<file path="config.mk">
export PLATFORM = sky130hd
export DESIGN_NAME = paired_valve_pwm_ramp_unit
export DESIGN_NICKNAME = d
export VERILOG_FILES = /design/src/hdl/pvpr_pkg.sv /design/src/hdl/paired_valve_pwm_ramp_unit.sv
export SDC_FILE = /design/constraint.sdc
export NUM_CORES = 1
export LEC_CHECK = 0
export ABC_AREA = 1
export BUFFER_PORTS_ARGS = -buffer_cell sky130_fd_sc_hd__buf_4
export CAP_MARGIN = 0
export CORE_MARGIN = 5
export CORE_UTILIZATION = 57
export DETAILED_ROUTE_END_ITERATION = 12
export PLACE_DENSITY = 0.81
export SYNTH_ARGS = -nofsm -noshare
export SYNTH_HDL_FRONTEND = slang
export SYNTH_SLANG_ARGS = --single-unit
</file>
<file path="constraint.sdc">
create_clock -name i_clk -period 7.5 [get_ports i_clk]
set_clock_uncertainty 0.1 [all_clocks]
set_input_delay 1.125 -clock i_clk [delete_from_list [all_inputs] [get_ports i_clk]]
set_output_delay 1.125 -clock i_clk [all_outputs]
set_load 0.005 [all_outputs]
</file>
<file path="src/hdl/pvpr_pkg.sv">
// pvpr_pkg: shared constants, codes and helpers for the paired valve pwm ramp unit
// no dependencies; imported by paired_valve_pwm_ramp_unit
`default_nettype none

package pvpr_pkg;

    // channel layout
    localparam int NUM_VALVES  = 6;
    localparam int VALVE_W     = 3;
    localparam int LAST_VALVE  = 5;
    localparam int PAIR_OFFSET = 3;

    // percent and duty
    localparam int PCT_W    = 7;
    localparam int PCT_FULL = 100;
    localparam int DUTY_W   = 8;
    localparam int DUTY_MAX = 255;

    // division by 100 as a reciprocal multiply, exact for products below 2^15
    localparam int RECIP_100   = 5243;
    localparam int RECIP_SHIFT = 19;
    localparam int MUL_A_W     = 15;
    localparam int MUL_B_W     = 13;
    localparam int PROD_W      = MUL_A_W + MUL_B_W;
    localparam int QUOT_W      = PROD_W - RECIP_SHIFT;

    // command and result fields
    localparam int FUNC_W   = 3;
    localparam int STATUS_W = 2;

    // configuration port
    localparam int CFG_IDX_W  = 3;
    localparam int CFG_DATA_W = 7;
    localparam logic [CFG_IDX_W-1:0] CFG_DRIVE_SCALE = CFG_IDX_W'(0);
    localparam logic [CFG_IDX_W-1:0] CFG_LOW_FIRST   = CFG_IDX_W'(1);
    localparam logic [CFG_IDX_W-1:0] CFG_LOW_LAST    = CFG_IDX_W'(NUM_VALVES);
    localparam logic [CFG_DATA_W-1:0] DRIVE_SCALE_RST = CFG_DATA_W'(60);

    // command codes
    typedef enum logic [FUNC_W-1:0] {
        FN_TICK       = 3'd0,
        FN_SET_GOAL   = 3'd1,
        FN_SET_SCALED = 3'd2,
        FN_DIRECT     = 3'd3,
        FN_ALL_OFF    = 3'd4
    } t_func;

    // result status codes
    typedef enum logic [STATUS_W-1:0] {
        ST_OK    = 2'd0,
        ST_RANGE = 2'd1,
        ST_VALVE = 2'd2
    } t_status;

    // opposing valve of a pair
    function automatic logic [VALVE_W-1:0] pair_of(input logic [VALVE_W-1:0] v);
        return (v >= VALVE_W'(PAIR_OFFSET)) ? v - VALVE_W'(PAIR_OFFSET)
                                            : v + VALVE_W'(PAIR_OFFSET);
    endfunction

endpackage

`default_nettype wire

</file>
<file path="src/hdl/paired_valve_pwm_ramp_unit.sv">
// paired_valve_pwm_ramp_unit: six valve pwm channels in opposing pairs with 1% ramping
// depends on pvpr_pkg (constants, command and status codes, pair helper)
//
// Usage: commands enter on the input channel (i_valid / o_stall) as func, valve,
// value and the two deadman flags. Each command yields exactly one result item on
// the output channel (o_valid / i_stall): the six pin duties and a status code.
// One command is in flight at a time; o_stall stays high from acceptance until the
// result item has been taken. All arithmetic goes through one shared multiplier
// (15 x 13 bits) under a small sequencer; division by 100 is a second pass through
// it with a reciprocal. Paths from acceptance to result valid:
//   rejected command (other than a scaled goal over range), all off, unused code: straight to result
//   scaled goal whose lifted goal is over range: the scaled-goal steps, then the result
//   direct set: duty multiply, divide and write for that valve
//   tick: each channel in index order; a channel that moves takes duty multiply, divide and write
//   set goal: same as tick; scaled goal: the scaled-goal steps, then as set goal
// The result stays valid and unchanged while i_stall is high; the next command is
// accepted in the cycle after the result is taken. Configuration writes are taken
// in any cycle and should only be issued while the block is idle. Synchronous
// reset clears all goals, percents and duties, sets drive scale to 60 and the
// low-movement offsets to 0.
`default_nettype none

module paired_valve_pwm_ramp_unit (
    input  wire logic                              i_clk,
    input  wire logic                              i_rst_n,
    // command channel
    input  wire logic                              i_valid,
    output logic                                   o_stall,
    input  wire logic [pvpr_pkg::FUNC_W-1:0]       i_func,
    input  wire logic [pvpr_pkg::VALVE_W-1:0]      i_valve,
    input  wire logic [pvpr_pkg::PCT_W-1:0]        i_value,
    input  wire logic                              i_deadman_held,
    input  wire logic                              i_deadman_forced,
    // result channel
    output logic                                   o_valid,
    input  wire logic                              i_stall,
    output logic [pvpr_pkg::DUTY_W-1:0]            o_duty_0,
    output logic [pvpr_pkg::DUTY_W-1:0]            o_duty_1,
    output logic [pvpr_pkg::DUTY_W-1:0]            o_duty_2,
    output logic [pvpr_pkg::DUTY_W-1:0]            o_duty_3,
    output logic [pvpr_pkg::DUTY_W-1:0]            o_duty_4,
    output logic [pvpr_pkg::DUTY_W-1:0]            o_duty_5,
    output logic [pvpr_pkg::STATUS_W-1:0]          o_status,
    // configuration write port
    input  wire logic                              i_cfg_we,
    input  wire logic [pvpr_pkg::CFG_IDX_W-1:0]    i_cfg_idx,
    input  wire logic [pvpr_pkg::CFG_DATA_W-1:0]   i_cfg_data
);
    import pvpr_pkg::*;

    typedef enum logic [10:0] {
        S_IDLE     = 11'b000_0000_0001,
        S_SC_MUL   = 11'b000_0000_0010,
        S_SC_DIV   = 11'b000_0000_0100,
        S_SC_OFS   = 11'b000_0000_1000,
        S_SC_DIV2  = 11'b000_0001_0000,
        S_SC_GOAL  = 11'b000_0010_0000,
        S_SCAN     = 11'b000_0100_0000,
        S_DUTY_MUL = 11'b000_1000_0000,
        S_DUTY_DIV = 11'b001_0000_0000,
        S_WRITE    = 11'b010_0000_0000,
        S_DONE     = 11'b100_0000_0000
    } t_state;

    t_state                  r_state;
    t_status                 r_status;

    // configuration registers
    logic [CFG_DATA_W-1:0]   r_scale;
    logic [PCT_W-1:0]        r_low [NUM_VALVES];

    // channel state
    logic [PCT_W-1:0]        r_goal [NUM_VALVES];
    logic [PCT_W-1:0]        r_cur  [NUM_VALVES];
    logic [DUTY_W-1:0]       r_pin  [NUM_VALVES];

    // command payload and working registers
    logic [VALVE_W-1:0]      r_valve;
    logic [PCT_W-1:0]        r_value;
    logic                    r_dm_pass;
    logic                    r_in_tick;
    logic [VALVE_W-1:0]      r_idx;
    logic [PCT_W-1:0]        r_pct;
    logic [PROD_W-1:0]       r_acc;

    // shared multiplier
    logic [MUL_A_W-1:0]      mul_a;
    logic [MUL_B_W-1:0]      mul_b;
    logic [PROD_W-1:0]       n_acc;

    logic [QUOT_W-1:0]       w_quot;
    logic [DUTY_W-1:0]       w_duty;
    logic [PCT_W-1:0]        w_low;
    logic                    w_low_over;
    logic [PCT_W-1:0]        w_low_span;
    logic [QUOT_W-1:0]       w_goal_sc;
    logic [PCT_W-1:0]        w_goal;
    logic [PCT_W-1:0]        w_cur;
    logic [VALVE_W-1:0]      w_other;

    // quotient of the last reciprocal pass, duty clamp
    assign w_quot = r_acc[PROD_W-1 -: QUOT_W];
    assign w_duty = (w_quot > QUOT_W'(DUTY_MAX)) ? DUTY_W'(DUTY_MAX) : w_quot[DUTY_W-1:0];

    // low-movement offset terms for the scaled goal
    assign w_low      = r_low[r_valve];
    assign w_low_over = (w_low > PCT_W'(PCT_FULL));
    assign w_low_span = w_low_over ? (w_low - PCT_W'(PCT_FULL)) : (PCT_W'(PCT_FULL) - w_low);
    assign w_goal_sc  = w_low_over ? (QUOT_W'(w_low) - w_quot) : (w_quot + QUOT_W'(w_low));

    // channel under the sequencer
    assign w_goal  = r_goal[r_idx];
    assign w_cur   = r_cur[r_idx];
    assign w_other = pair_of(r_idx);

    // operand select for the shared multiplier
    always_comb begin
        case (r_state)
            S_SC_MUL: begin
                mul_a = MUL_A_W'(r_value);
                mul_b = MUL_B_W'(r_scale);
            end
            S_SC_OFS: begin
                mul_a = MUL_A_W'(w_quot);
                mul_b = MUL_B_W'(w_low_span);
            end
            S_DUTY_MUL: begin
                mul_a = MUL_A_W'(r_pct);
                mul_b = MUL_B_W'(DUTY_MAX);
            end
            default: begin
                mul_a = r_acc[MUL_A_W-1:0];
                mul_b = MUL_B_W'(RECIP_100);
            end
        endcase
        n_acc = PROD_W'(mul_a) * PROD_W'(mul_b);
    end

    // configuration writes
    always_ff @(posedge i_clk) begin
        if (!i_rst_n) begin
            r_scale <= DRIVE_SCALE_RST;
            for (int k = 0; k < NUM_VALVES; k++) begin
                r_low[VALVE_W'(k)] <= '0;
            end
        end else if (i_cfg_we) begin
            if (i_cfg_idx == CFG_DRIVE_SCALE) begin
                r_scale <= i_cfg_data;
            end else if (i_cfg_idx >= CFG_LOW_FIRST && i_cfg_idx <= CFG_LOW_LAST) begin
                r_low[VALVE_W'(i_cfg_idx - CFG_LOW_FIRST)] <= PCT_W'(i_cfg_data);
            end
        end
    end

    // command payload capture
    always_ff @(posedge i_clk) begin
        if (r_state == S_IDLE && i_valid) begin
            r_valve   <= i_valve;
            r_value   <= i_value;
            r_dm_pass <= i_deadman_held || !i_deadman_forced;
        end
        r_acc <= n_acc;
    end

    // sequencer and channel state
    always_ff @(posedge i_clk) begin
        if (!i_rst_n) begin
            r_state   <= S_IDLE;
            r_status  <= ST_OK;
            r_idx     <= '0;
            r_pct     <= '0;
            r_in_tick <= 1'b0;
            for (int k = 0; k < NUM_VALVES; k++) begin
                r_goal[VALVE_W'(k)] <= '0;
                r_cur[VALVE_W'(k)]  <= '0;
                r_pin[VALVE_W'(k)]  <= '0;
            end
        end else begin
            case (r_state)
                S_IDLE: begin
                    if (i_valid) begin
                        r_status  <= ST_OK;
                        r_idx     <= '0;
                        r_in_tick <= 1'b1;
                        case (i_func)
                            FN_TICK: begin
                                r_state <= S_SCAN;
                            end
                            FN_SET_GOAL: begin
                                if (i_value > PCT_W'(PCT_FULL)) begin
                                    r_status <= ST_RANGE;
                                    r_state  <= S_DONE;
                                end else if (i_valve > VALVE_W'(LAST_VALVE)) begin
                                    r_status <= ST_VALVE;
                                    r_state  <= S_DONE;
                                end else begin
                                    r_goal[i_valve] <= i_value;
                                    r_state         <= S_SCAN;
                                end
                            end
                            FN_SET_SCALED: begin
                                if (i_valve > VALVE_W'(LAST_VALVE)) begin
                                    r_status <= ST_VALVE;
                                    r_state  <= S_DONE;
                                end else begin
                                    r_state <= S_SC_MUL;
                                end
                            end
                            FN_DIRECT: begin
                                if (i_value > PCT_W'(PCT_FULL)) begin
                                    r_status <= ST_RANGE;
                                    r_state  <= S_DONE;
                                end else if (i_valve > VALVE_W'(LAST_VALVE)) begin
                                    r_status <= ST_VALVE;
                                    r_state  <= S_DONE;
                                end else begin
                                    r_idx     <= i_valve;
                                    r_pct     <= i_value;
                                    r_in_tick <= 1'b0;
                                    r_state   <= S_DUTY_MUL;
                                end
                            end
                            FN_ALL_OFF: begin
                                // all off clears every channel's goal, percent and duty directly, without ramping
                                for (int k = 0; k < NUM_VALVES; k++) begin
                                    r_goal[VALVE_W'(k)] <= '0;
                                    r_cur[VALVE_W'(k)]  <= '0;
                                    r_pin[VALVE_W'(k)]  <= '0;
                                end
                                r_state <= S_DONE;
                            end
                            default: begin
                                r_state <= S_DONE;
                            end
                        endcase
                    end
                end
                // scaled goal: value*scale/100, then scaled by the span to 100 and offset by the low-movement point
                S_SC_MUL:  r_state <= S_SC_DIV;
                S_SC_DIV:  r_state <= S_SC_OFS;
                S_SC_OFS:  r_state <= S_SC_DIV2;
                S_SC_DIV2: r_state <= S_SC_GOAL;
                S_SC_GOAL: begin
                    if (w_goal_sc > QUOT_W'(PCT_FULL)) begin
                        r_status <= ST_RANGE;
                        r_state  <= S_DONE;
                    end else begin
                        r_goal[r_valve] <= w_goal_sc[PCT_W-1:0];
                        r_idx           <= '0;
                        r_state         <= S_SCAN;
                    end
                end
                // tick: step each channel 1% toward its goal, in index order
                S_SCAN: begin
                    if (w_goal != w_cur) begin
                        r_pct   <= (w_goal > w_cur) ? (w_cur + 1'b1) : (w_cur - 1'b1);
                        r_state <= S_DUTY_MUL;
                    end else if (r_idx == VALVE_W'(LAST_VALVE)) begin
                        r_state <= S_DONE;
                    end else begin
                        r_idx <= r_idx + 1'b1;
                    end
                end
                // duty = pct*DUTY_MAX/100
                S_DUTY_MUL: r_state <= S_DUTY_DIV;
                S_DUTY_DIV: r_state <= S_WRITE;
                S_WRITE: begin
                    // opposing valve off, then this valve's pin if the duty is zero or the deadman allows
                    r_pin[w_other]  <= '0;
                    r_cur[w_other]  <= '0;
                    r_goal[w_other] <= '0;
                    if (w_duty == '0 || r_dm_pass) begin
                        r_pin[r_idx] <= w_duty;
                    end
                    r_cur[r_idx] <= r_pct;
                    if (r_in_tick && r_idx != VALVE_W'(LAST_VALVE)) begin
                        r_idx   <= r_idx + 1'b1;
                        r_state <= S_SCAN;
                    end else begin
                        r_state <= S_DONE;
                    end
                end
                // hold the result item until taken
                S_DONE: begin
                    if (!i_stall) begin
                        r_state <= S_IDLE;
                    end
                end
                default: begin
                    r_state <= S_IDLE;
                end
            endcase
        end
    end

    // handshake and result payload
    assign o_stall  = (r_state != S_IDLE);
    assign o_valid  = (r_state == S_DONE);
    assign o_duty_0 = r_pin[0];
    assign o_duty_1 = r_pin[1];
    assign o_duty_2 = r_pin[2];
    assign o_duty_3 = r_pin[3];
    assign o_duty_4 = r_pin[4];
    assign o_duty_5 = r_pin[5];
    assign o_status = r_status;

endmodule

`default_nettype wire
</file>
==> results of run 1 <==
-- stage by stage --
| stage | setup TNS, ps | cell area, um^2 | instances |
|---|---|---|---|
| 3_3_place_gp | 0 | 20200 | 2643 |
| 4_1_cts | 0 | 21240 | 2700 |
| 3_5_place_dp | 0 | 20200 | 2643 |
| 2_1_floorplan | 0 | 19100 | 2135 |
| 6_report | 0 | 21420 | 2707 |
| 5_1_grt | -40.20 | 21420 | 2707 |
-- per-layer routing --
| layer | part of all wire | track usage | up-vias | wire length (um) |
|---|---|---|---|---|
| li1 | - | - | 7036 | - |
| met1 | 0.40 | 0.3503 | 7220 | 19430 |
| met2 | 0.49 | 0.4615 | 629 | 24130 |
| met3 | 0.071 | 0.03636 | 129 | 3460 |
| met4 | 0.038 | 0.09901 | 0 | 1878 |
| met5 | 0 | 0 | - | 0 |
-- critical path, delay by kind of cell, from the launching register on --
family | cells | cell delay (ps)
AOI/OAI and AO/OA | 6 | 880
xor gates and xnor gates | 1 | 160
adders and majority gates | 6 | 2890
buffers and inverters | 10 | 990
DFF | 1 | 340
and+or+nand+nor | 12 | 1580
-- layout make-up --
type,instances,area (um^2)
Clock inverter,16,185.2
Multi-Input combinational cell,1362,9275
Timing Repair Buffer,109,829.5
Fill cell,2681,11860
Tap cell,448,560.5
Inverter,441,1664
Sequential cell,288,8045
Clock buffer,41,853.3
Antenna cell,2,5.005
-- flip-flops by register name (all words and copies together) (netlist names), 2 cells and up, named ones only --
register / cells
o_status: 2
r_acc: 24
r_cur: 56
r_goal: 56
r_idx: 3
r_low: 56
r_pct: 7
r_pin: 48
r_scale: 7
r_state: 11
r_value: 7
r_valve: 3
-- cell usage after synthesis, types with 3 or more instances --
master / count
a211oi_1: 3
a21o_1: 3
a21oi_1: 71
a221oi_1: 7
a31oi_1: 11
buf_2: 3
buf_4: 4
buf_6: 8
clkbuf_1: 27
clkinv_1: 8
dfxtp_1: 61
edfxtp_1: 227
fa_1: 102
ha_1: 132
inv_1: 426
inv_2: 7
nand2_1: 269
nand2_2: 13
nand2_4: 5
nand3_1: 52
nand3_2: 9
nand4_1: 20
nor2_1: 370
nor2_2: 4
nor3_1: 19
nor3_2: 22
nor4_1: 3
o211ai_1: 11
o21ai_0: 121
o21ai_1: 6
o221ai_1: 4
o22ai_1: 25
o31ai_1: 3
xnor2_1: 14
xor2_1: 21
-- path summary, 6_finish.rpt --
check	start	end	slack, ps	cells past startpoint
worst min-delay path	r_pct[5]	r_pct[5]	370	2
worst min register to register	r_pct[5]	r_pct[5]	370	2
worst max register to register	r_state[1]	r_acc[26]	440	35
worst max-delay path	r_state[1]	r_acc[26]	440	35
-- logic make-up after synthesis --
| family | share of synthesized area |
|---|---|
| fa+ha+maj | 0.1938 |
| compound gates | 0.08293 |
| xor+xnor | 0.01609 |
| simple gates | 0.1853 |
| buf+inv | 0.09967 |
| flops | 0.4218 |
| other cells | 0.0003941 |
-- what timing repair did --
item,CTS,global route
pin swaps,0,5
gates resized for setup,1,45
buffers inserted,0,5
setup endpoints to repair,1,9
gates cloned,0,0
==> impl_results.md, run 1 <==
* Run status: finished clean
* Worst hold slack at 373.9 ps
* CP arrival at 7410 ps
* GRT Total Usage at 0.2692
* Warnings, synthesis at 0
* Vias post-DR at 15014
* HP Class: reg2reg
* Most Frequent Cell on Critical Path: inv_1
* Layout cell share with drive strength beyond 1 at 0.1130
* Skew-Pair Late Insertion Delay at 580 ps
* CP required at 7850 ps
* Kind of critical path: reg2reg
* Post-synth EDFFs at 227
* Rows at 67
* Starting density of the core at 0.5726
* Grt ovf at 0
* Die ar. at 37190 um^2
* Tmin final at 7064 ps
* Ports at 82
* Initial antenna violation count at 2
* CP max stage delay at 550 ps
* DRC at 0
* Final wirelength at 48900 um
* Largest net degree at the start of global routing at 57
* Vias/cell at 5.546
* CTS tree: built
* Crit path capture type: register
* CP max FO at 9
* Leading register cell type out of synthesis: edfxtp_1
* Hold Buf Count CTS at 0
* Commonest non-fill, non-tap cell in the layout: inv_1
* Top cells by area, synth: edfxtp_1, fa_1, ha_1, inv_1, nor2_1
* IO Port Bufs at 81
* Mapped Cells at 2123
* Sequential area share after synthesis at 0.4218
* Clock Tree Root: clkbuf_16
* DP Worst Slack at 6.700 ps
* Post-synth top area cell: edfxtp_1
* TritonCTS buffer count at 31
* Max Cap Viol at 0
* Initial DRC Count at 1564
* Finished Core Util at 0.6436
* #FFs+latches synth at 288
* Post-synth ARST share at 0
* Die width at 192.8 um
* Wire per inst at 18.06 um
* Hold Vio Cnt, Final at 0
* Clock slew at reported path FFs at 60 ps
* First-pass GRT wire length at 78940 um
* Pre-antenna DRT Iters at 6
* Fmax achieved at 0.1416 GHz
* Slowest CP cell: fa_1
* Area Growth Syn to Fin at 12.40%
* Synth top area share at 0.3577
* Post-route ant nets at 0
* Fin crit share at 0.9419
* Clock H-tree levels at 1
* GP Congestion at 0.9857
* Slew Limit Fails at 0
* Cell Area, Synth at 19060 um^2
* Die H at 192.8 um
* Core ar. at 33280 um^2
* Endpoints failing setup at 0
* Startpoint class of the critical path: register
* Max Root-Sink Buffers at 3
* Final WS setup at 435.6 ps
* Slew @ Worst Pin at 1258 ps
* Fin nets at 2497
* Clock Sinks at 288
* Syn avg cell area at 8.976 um^2
* Synth cell types at 59
* Worst slew margin at 0.1561
* Most frequent cells in the layout: inv_1, nor2_1, nand2_1, edfxtp_1, ha_1
* Number of global-route vias before repair at 15184
* Detail Placement HPWL at 37570 um
Power of run 1 is left out: the tool's default activity adds up to more than one toggle a clock period on the data nets, which glitch-free logic cannot reach.
==> inputs of run 2 (changes only) <==
Settings changed: CORE_ASPECT_RATIO set to 1.5.
==> run 2 against run 1 <==
Against the previous run: cell count shrank 1.3%; first-iteration DRC count shrank 21%; setup slack gained 17 ps; global-route usage shrank 0.079 points; maximum frequency grew 0.24%; die area grew 0.20%; via count is essentially flat; core utilization shrank 0.53 points; sequential share of layout area grew 0.35 points; highest routed layer unchanged.
==> impl_results.md, run 2 (synthesized netlist as in run 1, its figures left out) <==
* Crit path from: r_state[6]
* Slowest CP cell: fa_1
* Crit path capture type: register
* Tmin final at 7047 ps
* Hold Vio Cnt, Final at 0
* Multi-input logic area at 9203 um^2
* DP Worst Slack at 87.08 ps
* Biggest regs: r_cur: 56 flops, r_goal: 56 flops, r_low: 56 flops
* HP Class: reg2reg
* Max Cap Viol at 0
* Kind of critical path: reg2reg
* Worst slew margin at 0.1928
* Vias post-DR at 15011
* Clock slew at reported path FFs at 70 ps
* CP arrival at 7390 ps
* Wire per inst at 18.88 um
* Final wirelength at 50480 um
* Core ar. at 33240 um^2
* Most Frequent Cell on Critical Path: inv_1
* Fill cells at 2726
* Rows at 82
* Run status: finished clean
* Initial antenna violation count at 1
* Slew @ Worst Pin at 1198 ps
* Max Root-Sink Buffers at 3
* Hold Buf Count CTS at 0
* Final WS setup at 452.7 ps
* TritonCTS buffer count at 27
* Die H at 233.9 um
* Commonest non-fill, non-tap cell in the layout: inv_1
* Slew Limit Fails at 0
* R2r startpoint: r_state[6]
* DRC at 0
* CP max stage delay at 570 ps
* Fmax achieved at 0.1419 GHz
* Pre-antenna DRT Iters at 6
* Die width at 159.3 um
* Post-route ant nets at 0
* Initial DRC Count at 1242
* Ports at 82
* Detail Placement HPWL at 39980 um
* CTS tree: built
* CP required at 7840 ps
* IO Port Bufs at 81
* Clock Tree Root: clkbuf_16
* CP max FO at 11
* Layout cell share with drive strength beyond 1 at 0.1083
* GP Congestion at 1.017
* Vias/cell at 5.616
* First-pass GRT wire length at 79890 um
* Fin nets at 2496
* GRT Total Usage at 0.2684
* Clock H-tree levels at 1
* Ant. Diodes at 0
* Grt ovf at 0
* Sequential Area at 8045 um^2
* Fin crit share at 0.9396
* Largest net degree at the start of global routing at 57
* Endpoints failing setup at 0
* Startpoint class of the critical path: register
* Skew-Pair Late Insertion Delay at 570 ps
* Area Growth Syn to Fin at 11.35%
* Total negative slack at 0 ps
* Starting density of the core at 0.5732
* Die ar. at 37260 um^2
* Number of global-route vias before repair at 15319
* Most frequent cells in the layout: inv_1, nor2_1, nand2_1, edfxtp_1, ha_1
* Clock Sinks at 288
* Worst Hold Launch: r_pct[5]
run 2: per-stage QoR:
step	hold WS, ps	cells	util	area (um^2)
3_5_place_dp	360.8	2622	0.6085	20230
3_3_place_gp	357.4	2622	0.6085	20230
6_report	372.8	2673	0.6383	21220
4_1_cts	371.3	2672	0.6361	21150
2_1_floorplan	323.7	2135	-	19100
5_1_grt	411.8	2673	0.6383	21220
run 2: layout make-up:
type	instances	share of cell area
flip-flops and latches	288	0.3792
multi-input cells	1362	0.4337
repair buffers	112	0.04057
well taps	420	0.02477
inverters	441	0.07855
clock buffers	34	0.03650
clock inverters	16	0.006723
run 2: final timing paths:
| check | end | slack (ps) | depth (start not counted) |
|---|---|---|---|
| max reg2reg | r_acc[25] | 450 | 32 |
| min reg2reg | r_pct[5] | 370 | 2 |
| min | r_pct[5] | 370 | 2 |
| max | r_acc[25] | 450 | 32 |
run 2: routing by layer:
layer  vias to the layer above  part of all wire  global-route usage
li1                       7028                 -                   -
met1                      7190              0.36              0.3012
met2                       635              0.52              0.5003
met3                       158             0.058             0.03464
met4                         0             0.058              0.1350
met5                         -                 0                   0
run 2: worst max-delay path, delay by kind of cell, from the launching register on:
kind                     cells  cell delay [ps]
adder cells (fa/ha/maj)      6             2970
AO/OA/AOI/OAI                6             1110
XOR/XNOR                     1              170
buffers and inverters       10              910
flip-flops                   1              330
AND/OR/NAND/NOR              9             1340
run 2: repair_timing:
action	4_1_cts	5_1_grt
resized for setup	0	27
endpoints found under the setup margin	0	7
setup buffers	0	1
Power of run 2 is left out for the same reason.
==> inputs of run 3 (changes only) <==
Settings changed: ABC_AREA 1 to not set, CAP_MARGIN 0 to 25, CORE_UTILIZATION 57 to 58, CTS_BUF_LIST set to sky130_fd_sc_hd__clkbuf_8, PLACE_DENSITY 0.81 to 0.82.
==> run 3 against run 2 <==
Against the previous run: synthesized cell count shrank 20%; setup slack lost 220 ps; die area shrank 4.0%; register-to-register slack lost 220 ps; first-iteration DRC count shrank 31%; sequential cell count is the same; via count shrank 10%; count of clock-buffer cells in the layout grew 16; worst hold slack gained 30 ps; maximum frequency shrank 3.0%; core utilization grew 3.2 points; critical path depth is the same.
==> impl_results.md, run 3 <==
* DRC at 0
* Fill cells at 2321
* Most frequent cell after synthesis: inv_1
* Post-synth EDFFs at 227
* Worst-case reg-to-reg path depth at 32
* Largest net degree at the start of global routing at 24
* Starting density of the core at 0.5854
* Initial antenna violation count at 1
* Hold Vio Cnt, Final at 0
* Most frequent cells in the layout: inv_1, nor2_1, edfxtp_1, buf_4, ha_1
* Worst slew margin at 0.2720
* Kind of critical path: reg2reg
* Worst R2R Setup Slack at 240 ps
* Skew-Pair Late Insertion Delay at 580 ps
* Wire per inst at 20.79 um
* FF-to-FF End: r_acc[23]
* Worst Hold Depth at 2
* Vias/cell at 5.829
* Most Frequent Cell on Critical Path: fa_1
* Biggest regs: r_cur: 56 flops, r_goal: 56 flops, r_low: 56 flops
* HP Class: reg2reg
* Startpoint class of the critical path: register
* CP max FO at 8
* CP max stage delay at 530 ps
* Fmax achieved at 0.1377 GHz
* GP Congestion at 1.015
* Post-synth top area cell: edfxtp_1
* Clock Sinks at 288
* Core ar. at 31730 um^2
* Fin crit share at 0.9686
* Die ar. at 35780 um^2
* Number of global-route vias before repair at 14064
* Top cells by area, synth: edfxtp_1, fa_1, ha_1, dfxtp_1, mux4_2
* Synth cell types at 74
* Finished layout cell area at 21270 um^2
* Vias post-DR at 13448
* Multi-input logic area at 9748 um^2
* Leading register cell type out of synthesis: edfxtp_1
* Syn avg cell area at 10.97 um^2
* Detail Placement HPWL at 37710 um
* Synth top area share at 0.3670
* Ports at 82
* GRT Total Usage at 0.2684
* Die H at 229.2 um
* Post-synth ARST share at 0
* Worst Hold Launch: o_status[1]
* Hold Path End: o_status[1]
* Layout cell share with drive strength beyond 1 at 0.1783
* Sequential area share after synthesis at 0.4327
* CP required at 7900 ps
* Area Growth Syn to Fin at 14.51%
* Post-route ant nets at 0
* Run status: finished clean
* Final wirelength at 47950 um
* Rows at 80
* TritonCTS buffer count at 42
* Cell Area, Synth at 18580 um^2
* Grt ovf at 0
* Fin nets at 2128
* Die width at 156.1 um
* Endpoints failing setup at 0
* Clock H-tree levels at 2
* Crit path capture type: register
* Max Root-Sink Buffers at 3
* Area after DPL at 20080 um^2
* CP arrival at 7660 ps
* CTS tree: built
* Mapped Cells at 1693
* Clock Tree Root: clkbuf_8
* Sequential Area at 8043 um^2
* Slew Limit Fails at 0
* Top post-synthesis cells by count: inv_1, nor2_1, edfxtp_1, ha_1, nand2_1
* Initial DRC Count at 862
* #FFs+latches synth at 288
* Warnings, synthesis at 0
* Slowest CP cell: or4_4
* Tmin final at 7264 ps
* IO Port Bufs at 81
* Clock slew at reported path FFs at 70 ps
* First-pass GRT wire length at 75260 um
* Commonest non-fill, non-tap cell in the layout: inv_1
* Pre-antenna DRT Iters at 6
* Slew @ Worst Pin at 1081 ps
* Max Cap Viol at 0
run 3: worst max-delay path by stage:
stage	end	slack [ps]	cells past startpoint
after floorplan	r_acc[24]	7	29
after global placement	r_acc[24]	10	29
after detailed placement	r_acc[24]	-140	29
after CTS	r_acc[25]	20	27
after global routing	r_acc[25]	-90	28
final	r_acc[23]	240	32
run 3: timing repair:
item	CTS	global route
pin swaps	1	19
gates resized for setup	7	50
buffers inserted	1	9
gates cloned	0	1
hold buffers	0	0
endpoints found under the setup margin	7	10
run 3: worst max-delay path: cells and delay by family (launching register included):
family | cells | cell delay [ps]
DFF | 1 | 380
and+or+nand+nor | 3 | 880
adders and majority gates | 7 | 2400
xor gates and xnor gates | 2 | 220
AOI/OAI and AO/OA | 9 | 1580
muxes | 3 | 1040
buffers and inverters | 8 | 580
run 3: metrics by stage:
step | utilization | setup WS [ps] | setup TNS [ps] | hold WS [ps] | cells
3_5_place_dp | 0.6328 | -136.2 | -485.0 | 391.9 | 2217
2_1_floorplan | - | 6.867 | 0 | 335.2 | 1705
3_3_place_gp | 0.6317 | 11.79 | 0 | 386.6 | 2212
4_1_cts | 0.6610 | 23.39 | 0 | 409.0 | 2294
5_1_grt | 0.6703 | -94.10 | -288.1 | 432.2 | 2307
6_report | 0.6703 | 235.6 | 0 | 402.8 | 2307
run 3: cell families after synthesis:
logic type / count (synthesis) / share of synthesized area
AO/OA/AOI/OAI: 194 / 0.07180
XOR/XNOR: 39 / 0.01913
adder cells (fa/ha/maj): 234 / 0.1988
buffers and inverters: 279 / 0.05705
flip-flops: 288 / 0.4327
multiplexers: 79 / 0.07254
other: 2 / 0.0004043
AND/OR/NAND/NOR: 578 / 0.1475
run 3: final cells by class:
| cell class | count | area share |
|---|---|---|
| well taps | 410 | 0.02412 |
| multi-input cells | 1138 | 0.4583 |
| diodes | 1 | 0.0001176 |
| clock buffers | 50 | 0.03235 |
| inverters | 238 | 0.04212 |
| flip-flops and latches | 288 | 0.3781 |
| clock inverters | 26 | 0.008176 |
| repair buffers | 156 | 0.05671 |
run 3: routing by layer:
layer / wire (um) / global-route usage / vias to the layer above / part of all wire
met5: 0 / 0 / - / 0
met4: 2827 / 0.1349 / 0 / 0.059
met3: 2691 / 0.03116 / 180 / 0.056
met2: 25990 / 0.4916 / 575 / 0.54
met1: 16450 / 0.3047 / 6532 / 0.34
li1: - / - / 6161 / -
Power of run 3 is left out for the same reason.
